[config.mk]
export PLATFORM = sky130hd
export DESIGN_NAME = bitmap_slot_allocator_core
export DESIGN_NICKNAME = d
export VERILOG_FILES = /design/src/rtl/bsa_pkg.sv /design/src/rtl/bitmap_slot_allocator_core.sv /design/src/rtl/bsa_bitmap_store.sv
export SDC_FILE = /design/constraint.sdc
export NUM_CORES = 2
export LEC_CHECK = 0
export BUFFER_PORTS_ARGS = -buffer_cell sky130_fd_sc_hd__buf_2
export CORE_UTILIZATION = 57
export DETAILED_ROUTE_END_ITERATION = 6
export HOLD_SLACK_MARGIN = 0.03
export PLACE_DENSITY = 0.75
export REMOVE_ABC_BUFFERS = 1
export SYNTH_ARGS = -nofsm -noshare
export SYNTH_HDL_FRONTEND = slang
export SYNTH_HIERARCHICAL = 1
export SYNTH_SLANG_ARGS = --single-unit
[constraint.sdc]
create_clock -name clk -period 4.7 [get_ports clk]
set_clock_uncertainty 0.2 [all_clocks]
set_input_delay 0.235 -clock clk [delete_from_list [all_inputs] [get_ports clk]]
set_output_delay 0.235 -clock clk [all_outputs]
set_load 0.005 [all_outputs]
[src/rtl/bsa_pkg.sv]
// Shared types, sizes and helper functions for the bitmap slot allocator.
// No dependencies; used by bsa_bitmap_store and bitmap_slot_allocator_core.
package bsa_pkg;

    localparam int WORD_BITS            = 32;
    localparam int BIT_IDX_W            = 5;
    localparam int MAX_WORDS            = 32;
    localparam int DEFAULT_BITMAP_WORDS = 32;
    localparam int SLOT_W               = 10;
    localparam int COUNT_W              = 11;
    localparam int MAX_SLOTS            = 1024;

    // Command codes carried on s_tuser
    localparam logic CMD_ALLOC   = 1'b0;
    localparam logic CMD_RELEASE = 1'b1;

    typedef logic [WORD_BITS-1:0] word_t;
    typedef logic [BIT_IDX_W-1:0] bit_idx_t;
    typedef logic [SLOT_W-1:0]    slot_t;
    typedef logic [COUNT_W-1:0]   count_t;

    // Port strobes toward the bitmap store
    typedef struct packed {
        logic rd_en;
        logic wr_en;
    } mem_ctl_t;

    // Lowest clear bit of a word; returns 0 for an all-ones word
    function automatic bit_idx_t lowest_zero(input word_t w);
        bit_idx_t r;
        r = '0;
        for (int b = WORD_BITS - 1; b >= 0; b--)
        begin
            if (!w[b])
            begin
                r = BIT_IDX_W'(b);
            end
        end
        return r;
    endfunction

endpackage

[src/rtl/bitmap_slot_allocator_core.sv]
// Top level of the bitmap slot allocator: command handshake, read-modify-write
// sequencing and result register. Depends on bsa_pkg and bsa_bitmap_store.
//
// The allocator tracks up to 1024 slots as a bitmap of 32-bit words held in a
// synchronous memory, plus a one-flop-per-word summary of which words are full.
// Each transaction on the slave side is one request: s_tuser = 0 allocates the
// lowest-numbered free slot, s_tuser = 1 releases the slot in s_tdata. Every
// request yields exactly one result transaction carrying the granted slot, a
// pool-full flag and the in-use count after the request. The accept cycle
// issues the memory read of the one word concerned (chosen from the full
// summary for an allocate), and the next cycle modifies that word, writes it
// back and loads the result register. The memory's single read-modify-write
// per request blocks the next request until done; s_tready stays low during
// the modify cycle and while it waits for a stalled result to drain. The
// bitmap is free at reset with no clearing pass: per-word valid bits make any
// unwritten word read as empty. Releasing a slot outside the pool changes
// nothing; releasing a free slot still decrements the count, saturating at 0.
module bitmap_slot_allocator_core #(
    parameter int BITMAP_WORDS = bsa_pkg::DEFAULT_BITMAP_WORDS
) (
    input  logic        clk,
    input  logic        rst_n,
    input  logic        s_tvalid,
    output logic        s_tready,
    input  logic [15:0] s_tdata,   // [9:0] slot_to_free, [15:10] zero
    input  logic        s_tuser,   // [0] command
    output logic        m_tvalid,
    input  logic        m_tready,
    output logic [23:0] m_tdata,   // [9:0] granted_slot, [20:10] slots_in_use, [23:21] zero
    output logic        m_tuser    // [0] pool_full
);

    // Slot indices are 10 bits, so only the first 32 words are reachable
    localparam int ACTIVE_WORDS = (BITMAP_WORDS < bsa_pkg::MAX_WORDS) ?
                                  BITMAP_WORDS : bsa_pkg::MAX_WORDS;
    localparam int WIDX_W       = (ACTIVE_WORDS > 1) ? $clog2(ACTIVE_WORDS) : 1;
    localparam int POOL_SLOTS   = ACTIVE_WORDS * bsa_pkg::WORD_BITS;

    typedef enum logic [1:0] {
        ST_IDLE   = 2'b01,
        ST_MODIFY = 2'b10
    } state_t;

    state_t              state_reg, state_next;
    logic                cmd_reg, cmd_next;
    logic                ok_reg, ok_next;
    logic [WIDX_W-1:0]   addr_reg, addr_next;
    bsa_pkg::bit_idx_t   bit_reg, bit_next;
    bsa_pkg::count_t     count_reg, count_next;

    logic                out_valid_reg, out_valid_next;
    bsa_pkg::slot_t      out_slot_reg, out_slot_next;
    logic                out_full_reg, out_full_next;
    bsa_pkg::count_t     out_count_reg, out_count_next;

    bsa_pkg::mem_ctl_t   mem_ctl;
    logic [WIDX_W-1:0]   rd_addr;
    bsa_pkg::word_t      rd_data;
    bsa_pkg::word_t      wr_data;
    logic [ACTIVE_WORDS-1:0] word_full;

    logic                s_accept;
    logic                out_free;
    logic                any_free;
    logic [WIDX_W-1:0]   first_free;
    logic                in_range;
    logic                req_ok;
    logic [WIDX_W-1:0]   req_addr;
    bsa_pkg::bit_idx_t   alloc_bit;

    bsa_bitmap_store #(
        .WORDS  (ACTIVE_WORDS),
        .WIDX_W (WIDX_W)
    ) u_store (
        .clk       (clk),
        .rst_n     (rst_n),
        .ctl       (mem_ctl),
        .rd_addr   (rd_addr),
        .wr_addr   (addr_reg),
        .wr_data   (wr_data),
        .rd_data   (rd_data),
        .word_full (word_full)
    );

    // Lowest word that still has a clear bit
    always_comb
    begin
        first_free = '0;
        any_free   = 1'b0;
        for (int i = ACTIVE_WORDS - 1; i >= 0; i--)
        begin
            if (!word_full[i])
            begin
                first_free = WIDX_W'(i);
                any_free   = 1'b1;
            end
        end
    end

    assign s_tready = (state_reg == ST_IDLE);
    assign s_accept = s_tvalid && s_tready;
    assign out_free = !out_valid_reg || m_tready;

    // Release word index must land inside the pool
    assign in_range = {1'b0, s_tdata[9:5]} < 6'(ACTIVE_WORDS);
    assign req_ok   = (s_tuser == bsa_pkg::CMD_ALLOC) ? any_free : in_range;
    assign req_addr = (s_tuser == bsa_pkg::CMD_ALLOC) ? first_free : s_tdata[5 +: WIDX_W];
    assign rd_addr  = req_addr;

    assign alloc_bit = bsa_pkg::lowest_zero(rd_data);

    always_comb
    begin
        state_next     = state_reg;
        cmd_next       = cmd_reg;
        ok_next        = ok_reg;
        addr_next      = addr_reg;
        bit_next       = bit_reg;
        count_next     = count_reg;
        out_valid_next = out_valid_reg;
        out_slot_next  = out_slot_reg;
        out_full_next  = out_full_reg;
        out_count_next = out_count_reg;
        mem_ctl.rd_en  = 1'b0;
        mem_ctl.wr_en  = 1'b0;
        wr_data        = rd_data;

        // Drain the result register
        if (out_valid_reg && m_tready)
        begin
            out_valid_next = 1'b0;
        end

        case (state_reg)
            ST_IDLE:
            begin
                if (s_accept)
                begin
                    // Issue the read now; skip it when there is nothing to touch
                    mem_ctl.rd_en = req_ok;
                    cmd_next      = s_tuser;
                    ok_next       = req_ok;
                    addr_next     = req_addr;
                    bit_next      = s_tdata[4:0];
                    state_next    = ST_MODIFY;
                end
            end
            ST_MODIFY:
            begin
                if (cmd_reg == bsa_pkg::CMD_ALLOC)
                begin
                    wr_data = rd_data | (bsa_pkg::word_t'(1) << alloc_bit);
                end
                else
                begin
                    wr_data = rd_data & ~(bsa_pkg::word_t'(1) << bit_reg);
                end

                // Hold until the result register can take the answer
                if (out_free)
                begin
                    mem_ctl.wr_en  = ok_reg;
                    out_valid_next = 1'b1;
                    out_slot_next  = '0;
                    out_full_next  = 1'b0;
                    if (cmd_reg == bsa_pkg::CMD_ALLOC)
                    begin
                        if (ok_reg)
                        begin
                            out_slot_next = {5'(addr_reg), alloc_bit};
                            if (count_reg < bsa_pkg::COUNT_W'(bsa_pkg::MAX_SLOTS))
                            begin
                                count_next = count_reg + 1'b1;
                            end
                        end
                        else
                        begin
                            out_full_next = 1'b1;
                        end
                    end
                    else if (ok_reg && (count_reg != '0))
                    begin
                        count_next = count_reg - 1'b1;
                    end
                    out_count_next = count_next;
                    state_next     = ST_IDLE;
                end
            end
            default:
            begin
                state_next = ST_IDLE;
            end
        endcase
    end

    always_ff @(posedge clk or negedge rst_n)
    begin
        if (!rst_n)
        begin
            state_reg     <= ST_IDLE;
            count_reg     <= '0;
            out_valid_reg <= 1'b0;
        end
        else
        begin
            state_reg     <= state_next;
            count_reg     <= count_next;
            out_valid_reg <= out_valid_next;
        end
    end

    // Request and result payload, no reset needed
    always_ff @(posedge clk)
    begin
        cmd_reg       <= cmd_next;
        ok_reg        <= ok_next;
        addr_reg      <= addr_next;
        bit_reg       <= bit_next;
        out_slot_reg  <= out_slot_next;
        out_full_reg  <= out_full_next;
        out_count_reg <= out_count_next;
    end

    assign m_tvalid = out_valid_reg;
    assign m_tdata  = {3'b000, out_count_reg, out_slot_reg};
    assign m_tuser  = out_full_reg;

    // Reads and write-backs never share a cycle, so no bypass is needed
    assert property (@(posedge clk) disable iff (!rst_n)
        !(mem_ctl.rd_en && mem_ctl.wr_en))
        else $error("bitmap read and write in the same cycle");

    // An accepted request always moves to the modify cycle
    assert property (@(posedge clk) disable iff (!rst_n)
        s_accept |=> (state_reg == ST_MODIFY))
        else $error("accepted request did not enter modify");

    // Finishing a modify cycle leaves a result waiting
    assert property (@(posedge clk) disable iff (!rst_n)
        ((state_reg == ST_MODIFY) && out_free) |=> out_valid_reg)
        else $error("completed request produced no result");

    // A full pool never grants a slot
    assert property (@(posedge clk) disable iff (!rst_n)
        (out_valid_reg && out_full_reg) |-> (out_slot_reg == '0))
        else $error("pool full result carries a slot");

    // The count cannot exceed the number of slots in the pool
    assert property (@(posedge clk) disable iff (!rst_n)
        count_reg <= bsa_pkg::COUNT_W'(POOL_SLOTS))
        else $error("in-use count beyond pool size");

endmodule

[src/rtl/bsa_bitmap_store.sv]
// Bitmap word memory with per-word valid bits and a per-word full summary.
// Depends on bsa_pkg.
module bsa_bitmap_store #(
    parameter int WORDS  = bsa_pkg::DEFAULT_BITMAP_WORDS,
    parameter int WIDX_W = 5
) (
    input  logic                  clk,
    input  logic                  rst_n,
    input  bsa_pkg::mem_ctl_t     ctl,
    input  logic [WIDX_W-1:0]     rd_addr,
    input  logic [WIDX_W-1:0]     wr_addr,
    input  bsa_pkg::word_t        wr_data,
    output bsa_pkg::word_t        rd_data,
    output logic [WORDS-1:0]      word_full
);

    bsa_pkg::word_t   mem_reg [WORDS];
    bsa_pkg::word_t   rd_data_reg;
    logic             rd_valid_reg;
    logic [WORDS-1:0] word_valid_reg;
    logic [WORDS-1:0] word_full_reg;

    // Synchronous memory; the read data is registered
    always_ff @(posedge clk)
    begin
        if (ctl.wr_en)
        begin
            mem_reg[wr_addr] <= wr_data;
        end
        if (ctl.rd_en)
        begin
            rd_data_reg <= mem_reg[rd_addr];
        end
    end

    always_ff @(posedge clk or negedge rst_n)
    begin
        if (!rst_n)
        begin
            word_valid_reg <= '0;
            word_full_reg  <= '0;
            rd_valid_reg   <= 1'b0;
        end
        else
        begin
            if (ctl.wr_en)
            begin
                word_valid_reg[wr_addr] <= 1'b1;
                word_full_reg[wr_addr]  <= &wr_data;
            end
            if (ctl.rd_en)
            begin
                rd_valid_reg <= word_valid_reg[rd_addr];
            end
        end
    end

    // A word never written since reset reads as all free
    assign rd_data   = rd_valid_reg ? rd_data_reg : '0;
    assign word_full = word_full_reg;

endmodule
==> reports/summary.txt <==
DR pass1 iterations = 6
Cts repair resizes = 0
Asr flop ratio synth = 6.76%
Post-synth EDFFs = 1,090
Port-buffer cells = 38
DR vias = 23.2k
CTS HTree Levels = 3
Max reg flops = 1,024
Setup_tns = 0 ps
DP HPWL = 64.4 mm
Post-layout minimum cycle time = 4440 ps
Post-route cell area = 0.0526 mm²
Worst Path Required = 5110 ps
Clock Tree Root = clkbuf_16
Total GRT Usage = 28.1%
Syn. warnings = 6
Largest net degree at the start of global routing = 80
Worst Tran Pin Value = 1130 ps
Net count reported at finish = 2,410
Ys flop type = edfxtp_1
Average wire per standard cell = 31.6 µm
Die footprint = 0.0821 mm²
Drt drc = 0
Register area share after synthesis = 75.3%
Crit Path Category = reg -> reg
Io pins = 48
Final GP Congestion = 0.914
Final wirelength = 112 mm
Mapped Cells = 2,179
Pwr Density = 440 mW/mm²
Setup violations, final = 0
Most frequent cells in the layout = 1,090 x edfxtp_1, 320 x mux4_2, 126 x buf_4
Largest fanout on the critical path = 32
Flops & latches, synth = 1,169
Worst path arrival time = 4860 ps
Max-cap viol count = 0
Fin. Hold Viols = 0
Post-CTS setup buffers = 0
Share of layout cells above drive strength 1 = 33.3%
Mapped Area = 0.0461 mm²
RSZ-0062 raised after global routing = false
DR vias/cell = 6.58
Worst hold slack = 92.0 ps
Clk_lat worst skew = 690 ps
Area after DPL = 0.0489 mm²
Iter 0 DRT Violations = 2,560
First-pass GRT wire length = 164 mm
Status = complete, no violations
Die Ht = 286 µm
Non-Filler Instances = 3,530
Clock buffer count from CTS = 112
Final period utilization = 94.5%
Post-Place Cells = 3,314
Peak supply drop = 0.455 mV
Initial antenna violation count = 1
Clk pin slew, worst setup/hold paths = 70 ps
Initial Util = 58.0%
Core area = 0.0795 mm²
GR Overflow Total = 0
Startpoint type of the worst setup path = flip-flop
Nature of the critical path endpoint = flip-flop
Final ANT Viol Nets = 0
FMAX = 225 MHz
Unique masters post-synth = 64
Worst Slack Setup Final = 256 ps
Pre-CTS setup slack = 299 ps
Post-synthesis area per instance = 21.2 µm²
Clk buf depth = 3
CTS Sinks = 1,169
Ant. Diodes = 0
Max-slew violations = 0
CTS tree = yes
Vias in the first global route = 23.9k
Rel. slew slack = 23.8%
Width of the die = 286 µm
FP Rows = 103
Leak pwr = 17.0 nW
Worst Hold Class = in -> async
# hold bufs at CTS = 9
Commonest non-fill, non-tap cell in the layout = edfxtp_1
Area Overhead vs Synth = 14.1%
==> where the power goes <==
group	leakage, nW	switching [W]	internal (W)
sequential	11.0	0.000141	0.0120
combinational	4.17	0.00127	0.000688
clock	1.79	0.00384	0.00523
total	17.0	0.00524	0.0179
==> per-stage QoR <==
step	utilization [%]	power, W
3_5_place_dp	61.4	0.0143
2_1_floorplan	-	0.0142
6_report	66.2	0.0232
3_3_place_gp	61.4	0.0142
5_1_grt	66.2	0.0238
4_1_cts	66.2	0.0232
==> synthesized netlist by cell type, types with 5 or more instances <==
master	count	area [µm²]
o21ai_0	80	400
nor4_1	5	31.3
buf_6	9	101
mux2i_1	17	170
buf_1	7	26.3
xor2_1	8	70.1
or2_2	34	213
buf_2	27	135
nor2_1	74	278
inv_1	20	75.1
a211oi_1	8	60.1
nand3_1	15	75.1
clkbuf_1	53	199
nor2b_1	10	62.6
edfxtp_1	1090	32700
nand4_1	28	175
or3_1	7	43.8
nand2b_1	9	56.3
mux2_2	63	709
dfrtp_1	78	1950
and3_1	5	31.3
nand2_1	66	248
a21oi_1	15	75.1
a31oi_1	9	56.3
and2_1	39	244
xnor2_1	10	87.6
nor3_1	12	60.1
nand3b_1	5	37.5
mux4_2	320	7210
==> cells by family after synthesis <==
family | share of synthesized area (%)
multiplexers | 17.6
flip-flops | 75.3
AO/OA/AOI/OAI | 1.95
other | 0.00813
adder cells (fa/ha/maj) | 0.0543
AND/OR/NAND/NOR | 3.61
buffers and inverters | 1.21
XOR/XNOR | 0.342
==> worst max-delay path, cell delays in order, from the launching register on <==
cell	delay, ps
dfrtp_1	320
buf_4	270
and2_1	270
nand2_1	90
a311o_1	360
a211o_1	280
a21oi_1	250
or3b_1	600
o21ai_1	280
nand4_1	120
or4_1	590
nor2_1	170
buf_4	320
mux2_2	230
==> worst paths after layout <==
path	end	slack (ps)	startpoint	cells past startpoint
max	u_store/word_full[16]$_DFFE_PN0P_	260	u_store/rd_valid_reg$_DFFE_PN0P_	13
min reg2reg	u_store/word_valid_reg[26]$_DFFE_PN0P_	270	u_store/word_valid_reg[26]$_DFFE_PN0P_	1
min	count_reg[5]$_DFFE_PN0P_	90	rst_n	2
max reg2reg	u_store/word_full[16]$_DFFE_PN0P_	260	u_store/rd_valid_reg$_DFFE_PN0P_	13
min in group clk	bit_reg[0]$_DFFE_PP_	140	s_tdata[0]	2
max in group asynchronous	u_store/word_full[5]$_DFFE_PN0P_	3510	rst_n	2
==> routing by layer <==
layer | global-route usage (%) | vias to the layer above | wire (µm)
met4 | 8.28 | 2 | 3360
li1 | - | 9475 | -
met2 | 46.6 | 1248 | 56200
met1 | 38.9 | 12300 | 42700
met5 | 0 | - | 9
met3 | 4.73 | 218 | 9290
==> area by class of cell <==
cell class                      instances  area [µm²]
Sequential cell                      1169       34700
Multi-Input combinational cell        893       11200
Clock buffer                          132        2900
Clock inverter                         75         795
Timing Repair Buffer                  191        1600
Fill cell                            4890       26900
Tap cell                             1050        1310
Inverter                               20        75.1
No activity file was read; power rests on OpenSTA's default activity.
